--- config.mk ---
export PLATFORM = sky130hd
export DESIGN_NAME = cau_div_stage
export DESIGN_NICKNAME = d
export VERILOG_FILES = /design/src/rtl/cau_pkg.sv /design/src/rtl/cau_div_stage.sv
export SDC_FILE = /design/constraint.sdc
export NUM_CORES = 1
export LEC_CHECK = 0
export BUFFER_PORTS_ARGS = -buffer_cell sky130_fd_sc_hd__buf_2
export CAP_MARGIN = 20
export CORE_MARGIN = 3
export CORE_UTILIZATION = 34
export DETAILED_ROUTE_END_ITERATION = 7
export PLACE_DENSITY = 0.7
export SLEW_MARGIN = 20
export SYNTH_ARGS = -nofsm -noshare
export SYNTH_HDL_FRONTEND = slang
export SYNTH_SLANG_ARGS = --single-unit
--- constraint.sdc ---
create_clock -name clk -period 1.3 [get_ports clk]
set_input_delay 0.13 -clock clk [delete_from_list [all_inputs] [get_ports clk]]
set_output_delay 0.13 -clock clk [all_outputs]
set_load 0.05 [all_outputs]
--- src/rtl/cau_pkg.sv ---
package cau_pkg;

	localparam int PART_WIDTH = 16;
	localparam int FRAC_BITS  = 8;
	localparam int PROD_W     = 2 * PART_WIDTH;
	localparam int MAG_W      = 2 * PART_WIDTH + 2;
	localparam int REM_W      = 3 * PART_WIDTH + 1;
	localparam int CMP_W      = MAG_W + FRAC_BITS + PART_WIDTH;
	localparam int DIV_STAGES = PART_WIDTH;

	typedef enum logic [1:0] {
		OP_ADD = 2'd0,
		OP_SUB = 2'd1,
		OP_MUL = 2'd2,
		OP_DIV = 2'd3
	} op_t;

	typedef struct packed {
		op_t                          op;
		logic signed [PART_WIDTH-1:0] a_real;
		logic signed [PART_WIDTH-1:0] a_imag;
		logic signed [PART_WIDTH-1:0] b_real;
		logic signed [PART_WIDTH-1:0] b_imag;
	} in_t;

	typedef struct packed {
		logic signed [PART_WIDTH-1:0] res_real;
		logic signed [PART_WIDTH-1:0] res_imag;
		logic                         div_zero;
		logic                         overflow;
	} out_t;

	typedef struct packed {
		logic                  big;
		logic                  neg;
		logic [MAG_W-1:0]      mag;
		logic [REM_W-1:0]      rem;
		logic [PART_WIDTH-1:0] quo;
	} lane_t;

	typedef struct packed {
		logic              is_div;
		logic              dz;
		logic [PROD_W-1:0] den;
		lane_t             re;
		lane_t             im;
	} pipe_t;

	typedef struct packed {
		logic [PART_WIDTH-1:0] bits;
		logic                  ovf;
	} part_t;

	function automatic part_t clamp_part(input logic neg, input logic [MAG_W-1:0] m);
		logic [MAG_W-1:0] half;
		part_t r;
		half = MAG_W'(1) << (PART_WIDTH - 1);
		r.ovf = 1'b0;
		if (neg) begin
			if (m > half) begin
				r.ovf = 1'b1;
				r.bits = half[PART_WIDTH-1:0];
			end else begin
				r.bits = PART_WIDTH'(MAG_W'(0) - m);
			end
		end else begin
			if (m > half - MAG_W'(1)) begin
				r.ovf = 1'b1;
				r.bits = PART_WIDTH'(half - MAG_W'(1));
			end else begin
				r.bits = m[PART_WIDTH-1:0];
			end
		end
		return r;
	endfunction

endpackage

--- src/rtl/cau_div_stage.sv ---
module cau_div_stage (
	input  logic           clk,
	input  logic           arst_n,
	input  logic           en,
	input  logic           valid_i,
	input  cau_pkg::pipe_t data_i,
	output logic           valid_o,
	output cau_pkg::pipe_t data_o
);
	import cau_pkg::*;

	logic [REM_W-1:0] dsh;
	pipe_t            nxt;
	logic             ge_re, ge_im;
	logic [REM_W-1:0] nr_re, nr_im;

	// one restoring step per lane, remainder shifts left each stage
	always_comb begin
		dsh = REM_W'(data_i.den) << (PART_WIDTH - 1);
		nxt = data_i;
		ge_re = data_i.re.rem >= dsh;
		ge_im = data_i.im.rem >= dsh;
		nr_re = ge_re ? data_i.re.rem - dsh : data_i.re.rem;
		nr_im = ge_im ? data_i.im.rem - dsh : data_i.im.rem;
		nxt.re.rem = nr_re << 1;
		nxt.im.rem = nr_im << 1;
		nxt.re.quo = {data_i.re.quo[PART_WIDTH-2:0], ge_re};
		nxt.im.quo = {data_i.im.quo[PART_WIDTH-2:0], ge_im};
	end

	always_ff @(posedge clk or negedge arst_n) begin
		if (!arst_n) begin
			valid_o <= 1'b0;
		end else if (en) begin
			valid_o <= valid_i;
		end
	end

	always_ff @(posedge clk) begin
		if (en) begin
			data_o <= nxt;
		end
	end

endmodule

==> out/summary.json <==
{
  "critical_path": {
    "worst_path_dominant_cell_family": "compound AO/OA/AOI/OAI gates",
    "crit_path_max_fanout": 7,
    "timing.setup.critical_path_class": "in2reg",
    "critPathArrivalTime_ps": 2490,
    "endpoint_kind_of_the_worst_setup_timing_path": "register",
    "critical_path.most_common_cell": "buf_12",
    "required_ps": 1600,
    "critical_path_cell_sequence": "buf_12 -> ha_4 -> fa_2 -> nand2b_4 -> a21oi_4 -> o21ai_4 -> a211oi_4 -> nor3b_4 -> o31ai_4 -> buf_6 -> buf_12 -> mux2_4",
    "critical_path.n_buffers_inverters": 3,
    "worst_path_largest_cell_delay_ps": 360,
    "crit_path_start_kind": "input port",
    "cp_slowest_cell": "a211oi_4"
  },
  "clocking": {
    "tritoncts.num_buffers": 27,
    "cts_tree": "yes",
    "clockRootBuffer": "clkbuf_16",
    "clock_slew_at_reported_path_ffs_ps": 60,
    "clk-insertion-delay-late_ps": 550,
    "tritoncts_num_sinks": 235,
    "cts_buffer_depth": 3,
    "htreeDepth": 1
  },
  "layout": {
    "layout-area-overhead-vs-synth_pct": 96.1,
    "nets": 2304,
    "instances_no_fill": 2468,
    "final_layout_size_suffix_gt1_share_pct": 54.5,
    "finish.utilization_pct": 67.9
  },
  "yosys": {
    "netlist_top_cells_area": "edfxtp_1 (60%), ha_1 (6.9%), a21oi_1 (3.7%)",
    "synth_seq_area_share_pct": 60.4,
    "dominantRegCellSynth": "edfxtp_1",
    "syn_inst": 955,
    "number_of_enable_flip_flop_cells_after_synthesis": 234,
    "post_synthesis_sequential_element_count": 235,
    "netlist.area_leader.share_pct": 60.2,
    "syn-mean-instance-area_um2": 12.2,
    "most_numerous_cell_in_the_yosys_netlist": "edfxtp_1",
    "syn_area_um2": 11700,
    "most_frequent_cells_after_synthesis": "edfxtp_1 (234), a21oi_1 (87), nand2_1 (85)",
    "yosysWarnings": 0,
    "synth.largest_area_cell": "edfxtp_1",
    "yosys.cell_types.count": 71,
    "synthArstFlopShare_pct": 0.426
  },
  "sta": {
    "fin_crit_sh_pct": 168,
    "max_freq_mhz": 457,
    "shortest_period_the_worst_path_allows_ps": 2190,
    "rsz0062_at_grt": "true",
    "timing.final.ws_setup_ps": -886,
    "finalClockSkew_ps": 0,
    "setup_viol_count_final": 81,
    "timing_max_transition_violations_final": 0,
    "number_of_hold_violations_in_the_final_report": 0
  },
  "die": {
    "die-height_um": 191,
    "pin_count": 477,
    "die_w_um": 191,
    "floorplan.initialDensity_pct": 34.7,
    "die_outline_area_um2": 36600,
    "num_rows": 67,
    "core_area_um2": 33700
  },
  "place": {
    "buffer_ports.inserted": 472,
    "dp_cells": 2143,
    "dp_hpwl_um": 36800,
    "post-place-ws_ps": -1700,
    "routabilityCongestion": 0.895
  },
  "pwr": {
    "comb_power_share_pct": 36.7,
    "p_leak_nw": 9.93,
    "max-vdd-ir-drop_mv": 1.02,
    "power.density_cell_area_nw_per_um2": 1220,
    "cell_internal_pwr_mw": 18.4,
    "switching_share_pct": 34.2,
    "power.sequential.fraction_pct": 34.5,
    "clkPwrFrac_pct": 28.8,
    "switchingPower_mw": 9.57
  },
  "detailed_routing": {
    "drtIter0Drc": 696,
    "antenna_violating_nets_post_route": 0,
    "detail_route.vias_per_cell": 5.07,
    "routed-via-count": 12500,
    "route.final.wire_length_um": 54500,
    "detail_routed_net_length_per_standard_cell_um": 22.1,
    "drc_errors": 0,
    "wl_met2_um": 27300,
    "route.top_layer_used": "met5",
    "met3_layer_wire_length_in_the_routed_design_um": 4350,
    "m1WireLength_um": 19000,
    "drt-pass1-iter-count": 5
  },
  "global_routing": {
    "number_of_antenna_violations_at_the_first_check_in_global_routing": 11,
    "number_of_global_route_vias_before_repair": 13000,
    "grt_max_degree": 55,
    "grt_first_pass_wirelength_um": 75200,
    "grt.overflow.total": 0,
    "grtUsageTotal_pct": 27.0
  },
  "status": {
    "violations": "negative setup slack",
    "outcome": "finished, violations left"
  },
  "min_path": {
    "worst_hold_path_type": "in2reg"
  },
  "run": {
    "max_cap_viol_count": 0
  }
}
==> power groups by stage <==
stage          clock network (mW)  registers [mW]  logic [mW]
4_1_cts                      8.18            9.56        9.52
6_report                     8.04            9.64        10.3
5_1_grt                      8.51            9.70        10.7
2_1_floorplan                   0            12.4        2.20
3_3_place_gp                    0            9.66        8.00
3_5_place_dp                    0            9.67        8.07
==> timing repair <==
action,4_1_cts,5_1_grt
hold buffers,225,1
cloned,7,1
buffers inserted,36,13
gates resized for setup,319,309
endpoints found under the hold margin,227,1
pin swaps,50,44
setup endpoints to repair,158,193
==> state kept, by name, summed over array words and instances, names as in the netlist <==
register and flops:
valid_o 1, data_o 234
==> cells by family after synthesis <==
| kind of cell | share of synthesized area (%) |
|---|---|
| other cells | 0.0321 |
| buf+inv | 2.96 |
| flops | 60.4 |
| compound gates | 13.6 |
| mux | 1.24 |
| fa+ha+maj | 7.20 |
| xor+xnor | 4.20 |
| simple gates | 10.3 |
==> final cells by class <==
class	instances	area, um^2
Fill cell	2384	10800
Timing Repair Buffer	1048	8510
Sequential cell	235	7050
Multi-Input combinational cell	638	5590
Clock buffer	29	683
Tap cell	448	561
Inverter	48	250
Clock inverter	17	236
Antenna cell	5	12.5
==> through the flow <==
step           cell area, um^2  hold slack, ps  setup TNS, ps  power (mW)
2_1_floorplan            12100            -166         -77570        14.6
3_3_place_gp             17200           -94.8        -104490        17.7
3_5_place_dp             17200           -86.4        -104110        17.7
4_1_cts                  22000            -233         -49820        27.3
5_1_grt                  22900            17.0         -58770        28.9
6_report                 22900            21.9         -53190        28.0
==> cells in the final DEF (no fill, tap or decap), drive strengths merged, types with 19 or more instances in the layout <==
cell type,netlist,final
a21oi,87,87
buf,13,807
clkbuf,22,44
dlygate4sd3,0,226
edfxtp,234,234
ha,64,64
inv,48,52
nand2,85,85
nand4,19,19
nor2,59,59
o21ai,70,70
xnor2,32,32
xor2,24,24
==> routing by layer <==
| metal | track usage (%) | vias up |
|---|---|---|
| met3 | 6.35 | 199 |
| met1 | 29.3 | 5993 |
| met5 | 0 | - |
| met4 | 15.7 | 12 |
| li1 | - | 5701 |
| met2 | 48.0 | 612 |
==> path summary, 6_finish.rpt <==
check / start / end / slack, ps / cells past startpoint
min: data_i[43] / data_o[44]$_DFFE_PP_ / 20 / 4
min reg2reg: valid_o$_DFFE_PN0P_ / valid_o$_DFFE_PN0P_ / 540 / 1
max: data_i[202] / data_o[146]$_DFFE_PP_ / -890 / 12
max reg2reg: valid_o$_DFFE_PN0P_ / valid_o$_DFFE_PN0P_ / 540 / 1
min in group asynchronous: arst_n / valid_o$_DFFE_PN0P_ / 450 / 3
max in group asynchronous: arst_n / valid_o$_DFFE_PN0P_ / 750 / 3
Note: power is estimated with default switching activity, not from simulation.
